===== config.mk =====
export PLATFORM = sky130hd
export DESIGN_NAME = rhc_queue
export DESIGN_NICKNAME = d
export VERILOG_FILES = /design/src/design/rhc_pkg.sv /design/src/design/rhc_queue.sv
export VERILOG_INCLUDE_DIRS = /design/src /design/src/design
export SDC_FILE = /design/constraint.sdc
export NUM_CORES = 1
export LEC_CHECK = 0
export BUFFER_PORTS_ARGS = -buffer_cell sky130_fd_sc_hd__buf_2
export CORE_MARGIN = 2
export CORE_UTILIZATION = 40
export DETAILED_ROUTE_END_ITERATION = 10
export GPL_TIMING_DRIVEN = 0
export PLACE_DENSITY_LB_ADDON = 0.12
export SLEW_MARGIN = 10
export SYNTH_ARGS = -nofsm -noshare
export SYNTH_HDL_FRONTEND = slang
export SYNTH_SLANG_ARGS = --single-unit

===== constraint.sdc =====
create_clock -name clk -period 3.53 [get_ports clk]
set_input_delay 0.353 -clock clk [delete_from_list [all_inputs] [get_ports clk]]
set_output_delay 0.353 -clock clk [all_outputs]
set_load 0.02 [all_outputs]

===== src/design/rgb_to_hsv_converter_top_defines.svh =====
// Assertion macros shared by the RGB to HSV converter RTL
`ifndef RGB_TO_HSV_CONVERTER_TOP_DEFINES_SVH
`define RGB_TO_HSV_CONVERTER_TOP_DEFINES_SVH

// same-cycle implication, checked out of reset
`define RHC_ASSERT_NOW(lbl, ante, cons, msg) \
  lbl: assert property (@(posedge clk) disable iff (rst) (ante) |-> (cons)) else $error(msg);

// next-cycle implication, checked out of reset
`define RHC_ASSERT_NEXT(lbl, ante, cons, msg) \
  lbl: assert property (@(posedge clk) disable iff (rst) (ante) |=> (cons)) else $error(msg);

`endif


===== src/design/rhc_pkg.sv =====
// Types and constants of the RGB to HSV converter
`default_nettype none
package rhc_pkg;
  localparam int CH_BITS    = 8;
  localparam int ALPHA_BITS = 8;
  localparam int HUE_BITS   = 15;
  localparam int QB         = 12;
  localparam int NUMH_BITS  = 20;
  localparam int NUMS_BITS  = 16;
  localparam int HW         = 16;
  localparam int QDEPTH     = 4;
  localparam int QPTR_BITS  = 2;
  localparam int QCNT_BITS  = 3;
  localparam logic signed [HW-1:0] SECTOR    = 16'sd3840;
  localparam logic signed [HW-1:0] FULL_TURN = 16'sd23040;

  typedef enum logic [1:0] {
    SEC_RED,
    SEC_GREEN,
    SEC_BLUE
  } sector_t;

  typedef struct packed {
    logic [NUMH_BITS-1:0]  num_h;
    logic [NUMS_BITS-1:0]  num_s;
    logic [CH_BITS-1:0]    delta;
    logic [CH_BITS-1:0]    mx;
    sector_t               sector;
    logic                  neg;
    logic [ALPHA_BITS-1:0] alpha;
  } work_t;

  typedef struct packed {
    work_t         w;
    logic [QB-1:0] q_h;
    logic [QB-1:0] q_s;
  } stage_t;
endpackage
`default_nettype wire


===== src/design/rhc_queue.sv =====
// Short queue between front end and divider pipeline
`default_nettype none
`include "rgb_to_hsv_converter_top_defines.svh"
module rhc_queue import rhc_pkg::*; (
  input  logic  clk,
  input  logic  rst,
  input  logic  push,
  input  work_t wdata,
  input  logic  pop,
  output work_t rdata,
  output logic  full,
  output logic  empty
);
  work_t                mem [QDEPTH];
  logic [QPTR_BITS-1:0] wptr, rptr;
  logic [QCNT_BITS-1:0] count;

  assign full  = (count == QCNT_BITS'(QDEPTH));
  assign empty = (count == '0);
  assign rdata = mem[rptr];

  always_ff @(posedge clk) begin
    if (push) mem[wptr] <= wdata;
  end

  always_ff @(posedge clk) begin
    if (rst) begin
      wptr  <= '0;
      rptr  <= '0;
      count <= '0;
    end else begin
      if (push) wptr <= wptr + 1'b1;
      if (pop)  rptr <= rptr + 1'b1;
      count <= count + QCNT_BITS'(push) - QCNT_BITS'(pop);
    end
  end

  `RHC_ASSERT_NOW(a_no_overflow, push, !full, "push into full queue")
  `RHC_ASSERT_NOW(a_no_underflow, pop, !empty, "pop from empty queue")
  `RHC_ASSERT_NEXT(a_count_grows, push && !pop, !empty, "queue lost a pushed entry")
endmodule
`default_nettype wire


After elaboration in Yosys (flattened, before gate mapping)
Memories as Yosys holds them, arrays and structs flattened. A register that Yosys moved wholly into a read port is not among the register bits.
Index checks and enable logic that the tools add are counted.
{"block": "op_classes", "n_mux": 4, "reduce_logical": 1, "addsub": 4, "n_eq_ne": 1}
{"operator": "adder 2 x 1 -> 2 bit, second input constant", "n": 2}
{"operator": "two-way mux 2 bit", "n": 2}
{"operator": "adder 3 x 1 -> 3 bit", "n": 1}
{"operator": "== test 3 bit, second input constant", "n": 1}
{"operator": "logical NOT 3 bit", "n": 1}
{"operator": "subtractor 3 x 1 -> 3 bit", "n": 1}
{"operator": "two-way mux 1 bit", "n": 2}
{"block": "totals", "mem_count": 1, "output_inout_bits": 65, "mem_bits_rw": 252, "reg_bits": 7, "word_cells": 14}
{"memory": "mem", "words": 4, "width": 63, "read_ports": 1, "rd_ports_with_merged_regs": 1, "write_ports": 1, "line": "rhc_queue.sv:14", "text": "work_t mem [QDEPTH];"}

Logic depth before layout (Yosys ltp)
Gate-level depths: netlist (run 1).
{"block": "logic_depth", "word_depth": 3, "depth_mapped": 7, "depth_no_buf": 7}

Worst setup path after synthesis (run 1)
No wires, ideal clock.
{"block": "synth_path", "path_type": "reg-to-reg", "startpoint": "reg wptr[0]", "endpoint": "mem mem[2][0] (netlist name), enable pin", "synth_period_minus_slack_ns": 2.453, "path_stages_with_launch": 4, "t_arrival_ns": 2.025, "required_ns": 3.103, "setup_time_ns": 0.427, "slack_ns": 1.077, "cell_sequence": "dfxtp_1 -> inv_1 -> ha_1 -> and2_1"}
{"item": "from (decl)", "line": "rhc_queue.sv:15", "text": "logic [QPTR_BITS-1:0] wptr, rptr;"}
{"item": "from (signal assigned)", "line": "rhc_queue.sv:32", "text": "if (push) wptr <= wptr + 1'b1;"}
{"item": "to (decl)", "line": "rhc_queue.sv:14"}
Straight into the memory's write port.

==> impl_metrics.ini, run 1 <==
[detailed_routing]
ant_nets = 0
vias = 4255
wl_um = 17000
drt_iter0_markers = 211
firstDrtPassIters = 4
wl_per_cell_um = 19.4
post-route-drc-count = 0
vias_per_cell = 4.86

[floorplanning]
num_rows = 56
dieHeight_um = 159
start_util_pct = 40.8
die_area_um2 = 25300
io_pins = 132
fp.dieW_um = 159
core_area_um2 = 23500

[timing]
slew_headroom_pct = 63.1
max_freq_mhz = 392
final_max_slew_viol_count = 0
period_needed_ns = 2.55
fin_crit_sh_pct = 72.2
hold_violations = 0
tightest_slew_ns = 0.553
skew_ns = 0.00486
hold_slack_ns = 0.0403
setup_violations = 0
rsz0062_at_grt = no

[global_route]
grt_pass1_wl_um = 26500
antenna_found_initial = 0
grt_max_degree = 36
grt.total_usage_pct = 13.6
grt_overflow = 0
grt_pass1_vias = 4774

[place]
numPortBuffers = 131
place_area_um2 = 10800
hpwl_um = 10400
gp_congestion = 0.662

[setup_path]
end_kind = output port
critPathMaxFanout = 10
cp_data_arrival_time_ns = 2.20
start_kind = register
crit_type = register to output port
path_cells = clkbuf_1, buf_2, mux4_2, buf_2
path_delay_family = buffers and inverters
path_common_cell = buf_2
cp_slowest_cell = clkbuf_1
critical_path_required_ns = 3.18
cp_num_buf_inv = 3
max_stage_delay_ns = 0.43

[cells_and_area]
fillers = 1941
drive_above_1_share_pct = 46.0
diodes = 0
postLayoutCellArea_um2 = 11700
final_cell_mix = edfxtp_1, buf_2, mux4_2, clkbuf_16, dfxtp_1
nets = 610
area_delta_synth_final_pct = 21.5
final_common_cell = edfxtp_1

[logic_synthesis]
yosys_register_bits = 261
syn_area_per_cell_um2 = 25.9
yosysSeqAreaShare_pct = 80.7
synthCells = 371
synth_area_um2 = 9600
synth_fp_nets = 445
synth.distinct_cells = 22
synth_top_area_share_pct = 78.8
synth_area_leaders = edfxtp_1, mux4_2, dfxtp_1, buf_12, mux4_1
ys.warnings.count = 0
synth_top_cell_by_area = edfxtp_1

[run_status]
outcome = finished clean

[clock_tree]
h-tree-depth = 1
clkTransAtPathRegs_ns = 0.06
root_buffer = clkbuf_16
holdBufCountCts = 0
numClockSinks = 261
cts_tree = yes
cts-resized-gates = 0
cts_buffer_depth = 3
post_cts_buffers = 0
cts-buffers-inserted = 28
insertion_delay_ns = 0.52

[power]
total_power_uw = 7200
cellLeakagePower_uw = 0.00397
p_per_area_nw_per_um2 = 617
peakVddDrop_uv = 288

[min_path]
hp-class = primary input to register

[flow_run]
drv_cap = 0
power breakdown:
part | internal, µW | total, µW | switching (µW)
Combinational | 342 | 785 | 443
Clock | 1700 | 2820 | 1110
Sequential | 3560 | 3600 | 36.2
Total | 5610 | 7200 | 1590
stage by stage:
| step | setup slack [ns] | util, % | std cells | setup TNS (ns) |
|---|---|---|---|---|
| 2_1_floorplan | 1.08 | - | 371 | 0 |
| 3_3_place_gp | -0.221 | 45.3 | 821 | -52.75 |
| 3_5_place_dp | 1.48 | 45.7 | 825 | 0 |
| 4_1_cts | 0.901 | 49.6 | 875 | 0 |
| 5_1_grt | 0.831 | 49.6 | 875 | 0 |
| 6_report | 0.980 | 49.6 | 875 | 0 |
synth_stat cells:
library cell,n
xnor2_1,2
clkbuf_1,1
a21oi_1,1
and3_1,1
dfxtp_1,9
nand3b_1,1
buf_2,6
a21bo_2,1
nor3_1,1
ha_1,6
buf_12,6
nor2b_1,2
buf_6,1
xor3_1,1
mux4_1,3
mux2i_1,1
nor2_1,5
mux4_2,60
edfxtp_1,252
and2_1,4
fa_1,1
inv_1,6
cells by family (layout without fill, tap and decap cells):
kind of cell / Yosys count / count (layout) / share of synthesized area (%)
fa+ha+maj: 7 / 7 / 0.990
buf+inv: 20 / 205 / 1.95
simple gates: 14 / 14 / 0.782
compound gates: 2 / 2 / 0.156
flops: 261 / 261 / 80.7
mux: 64 / 64 / 15.0
xor+xnor: 3 / 3 / 0.430
flip-flops by register name, indices dropped and copies added (netlist names), named ones only:
signal and cells:
mem 252, rptr 2, count 3, wptr 2
final timing paths:
kind / start / to / slack, ns / cells after the start
max: register / rdata[3] / 0.98 / 4
min: wdata[31] / mem[2][31]$_DFFE_PP_ / 0.04 / 1
min reg2reg: rptr[1]$_SDFFE_PP0P_ / register / 0.55 / 2
max reg2reg: count[0]$_SDFF_PP0_ / count[2]$_SDFF_PP0_ / 1.76 / 7
area by class of cell:
cell class / count / area [µm²] / area share [%]
sequential: 261 / 7750 / 66.4
clock buffer: 31 / 733 / 6.28
clock inverter: 19 / 171 / 1.47
multi-input combinational: 90 / 1680 / 14.4
inverter: 6 / 22.5 / 0.193
timing repair buffer: 135 / 751 / 6.44
tap: 319 / 399 / 3.42
buffer: 14 / 165 / 1.42
metal layers:
layer  vias to the layer above  track usage [%]  share of wire, %
met5                         -                0                 0
li1                       1910                -                 -
met1                      2221             17.2                42
met2                        98             23.9                52
met4                         0             3.64               1.6
met3                        26             3.07               5.0
No activity file was read; power rests on OpenSTA's default activity.
==> run 2, diff against run 1 <==
==> constraint.sdc (replaced) <==
create_clock -name clk -period 2.1 [get_ports clk]
set_input_delay 0.21 -clock clk [delete_from_list [all_inputs] [get_ports clk]]
set_output_delay 0.21 -clock clk [all_outputs]
set_load 0.02 [all_outputs]
==> impl_metrics.ini, run 2 (synthesized netlist as in run 1, its figures left out) <==
[timing]
final_max_slew_viol_count = 0
fin_crit_sh_pct = 99.6
period_needed_ns = 2.09
skew_ns = 0.00584
rsz0062_at_grt = yes
slew_headroom_pct = 65.9
hold_slack_ns = 0.0376
hold_violations = 0
setup_ws_ns = 0.00778
max_freq_mhz = 478
tightest_slew_ns = 0.511
setup_violations = 0

[cells_and_area]
final_cell_mix = edfxtp_1, buf_2, dlygate4sd3_1, mux4_2, clkbuf_16
largest-register = mem
area_delta_synth_final_pct = 28.3
final_common_cell = edfxtp_1
drive_above_1_share_pct = 40.6
stdcell_count = 935
diodes = 0
largest_reg_flops = 252
reg.largest.list = mem x252, count x3
nets = 673

[setup_path]
cp_num_buf_inv = 3
crit_type = register to output port
end_kind = output port
cp_slowest_cell = mux4_2
critPathMaxFanout = 10
start_kind = register
critical_path_required_ns = 1.89
max_stage_delay_ns = 0.52
path_common_cell = buf_12
cp_data_arrival_time_ns = 1.88
path_cells = buf_12, buf_12, mux4_2, buf_2
path_delay_family = multiplexers

[clock_tree]
root_buffer = clkbuf_16
h-tree-depth = 1
cts_buffer_depth = 3
insertion_delay_ns = 0.51
cts_tree = yes
numClockSinks = 261
cts-buffers-inserted = 26
clkTransAtPathRegs_ns = 0.06

[global_route]
grt_pass1_vias = 4987
grt_max_degree = 42
grt_overflow = 0
grt.total_usage_pct = 13.7
grt_pass1_wl_um = 27100
antenna_found_initial = 1

[floorplanning]
num_rows = 56
core_area_um2 = 23500
io_pins = 132
die_area_um2 = 25300
start_util_pct = 40.8
dieHeight_um = 159
fp.dieW_um = 159

[detailed_routing]
wl_um = 17300
firstDrtPassIters = 4
post-route-drc-count = 0
vias_per_cell = 4.86
wl_per_cell_um = 18.5
ant_nets = 0
vias = 4545
drt_iter0_markers = 262

[power]
p_per_area_nw_per_um2 = 953
cellLeakagePower_uw = 0.00422
peakVddDrop_uv = 678

[place]
place_inst = 825
hpwl_um = 10100
place_ws_ns = 0.110
gp_congestion = 0.661
numPortBuffers = 131

[min_path]
hp-class = primary input to register

[flow_run]
drv_cap = 0

[run_status]
outcome = finished clean
-- run 2: cell count changes in the layout (fill, tap and decap cells not counted), moves of 2 or more --
cell           delta
buf_16            +2
buf_2            -21
buf_4             +8
buf_6            +14
bufinv_16         -2
clkbuf_1          +2
clkbuf_16         -2
clkinv_1          +3
clkinv_2          -5
clkinvlp_4        -2
dfxtp_1           -2
dfxtp_2           +2
dlygate4sd3_1    +64
-- run 2: final cells by class --
type                       instances  area [µm²]
buffer                            13         185
fill                            1932       11200
multi-input combinational         90        1670
inverter                           6        22.5
clock inverter                    13        82.6
tap                              319         399
clock buffer                      32         694
timing repair buffer             201        1520
sequential                       261        7750
-- run 2: timing repair --
action,4_1_cts,5_1_grt
setup buffers,1,1
hold buffers,64,0
hold endpoints to repair,261,0
resized for setup,24,17
endpoints found under the setup margin,63,61
pin swaps,0,0
-- run 2: final timing paths --
kind	start	slack (ns)	cells after the start	endpoint
max	register	0.008	4	rdata[9]
min	pop	0.04	3	rptr[0]$_SDFFE_PP0P_
max reg2reg	count[0]$_SDFF_PP0_	0.33	7	count[2]$_SDFF_PP0_
min reg2reg	wptr[1]$_SDFFE_PP0P_	0.56	2	wptr[1]$_SDFFE_PP0P_
-- run 2: tightest hold or removal path, cell delays in order --
cell and delay [ns]:
buf_2 0.13, xnor2_1 0.10, nor2_1 0.08
-- run 2: through the flow --
stage,total power [µW],setup TNS [ns],util (%),area [µm²]
after floorplan,7010,0,-,9610
after global placement,7460,-89.77,45.3,10700
after detailed placement,7520,0,45.8,10800
after CTS,11900,-0.387,52.1,12300
after global routing,12200,-1.84,52.3,12300
final,11700,0,52.3,12300
-- run 2: report_power, final --
group | internal [µW] | switching (µW)
Combinational | 718 | 768
Clock | 2440 | 1760
Sequential | 5980 | 67.5
Total | 9150 | 2590
-- run 2: routing by layer --
metal,wire length (µm),vias up,GRT usage [%]
met5,13,-,0
met4,302,2,2.77
met3,768,26,3.18
met2,9050,97,24.7
met1,7140,2377,17.2
li1,-,2043,-
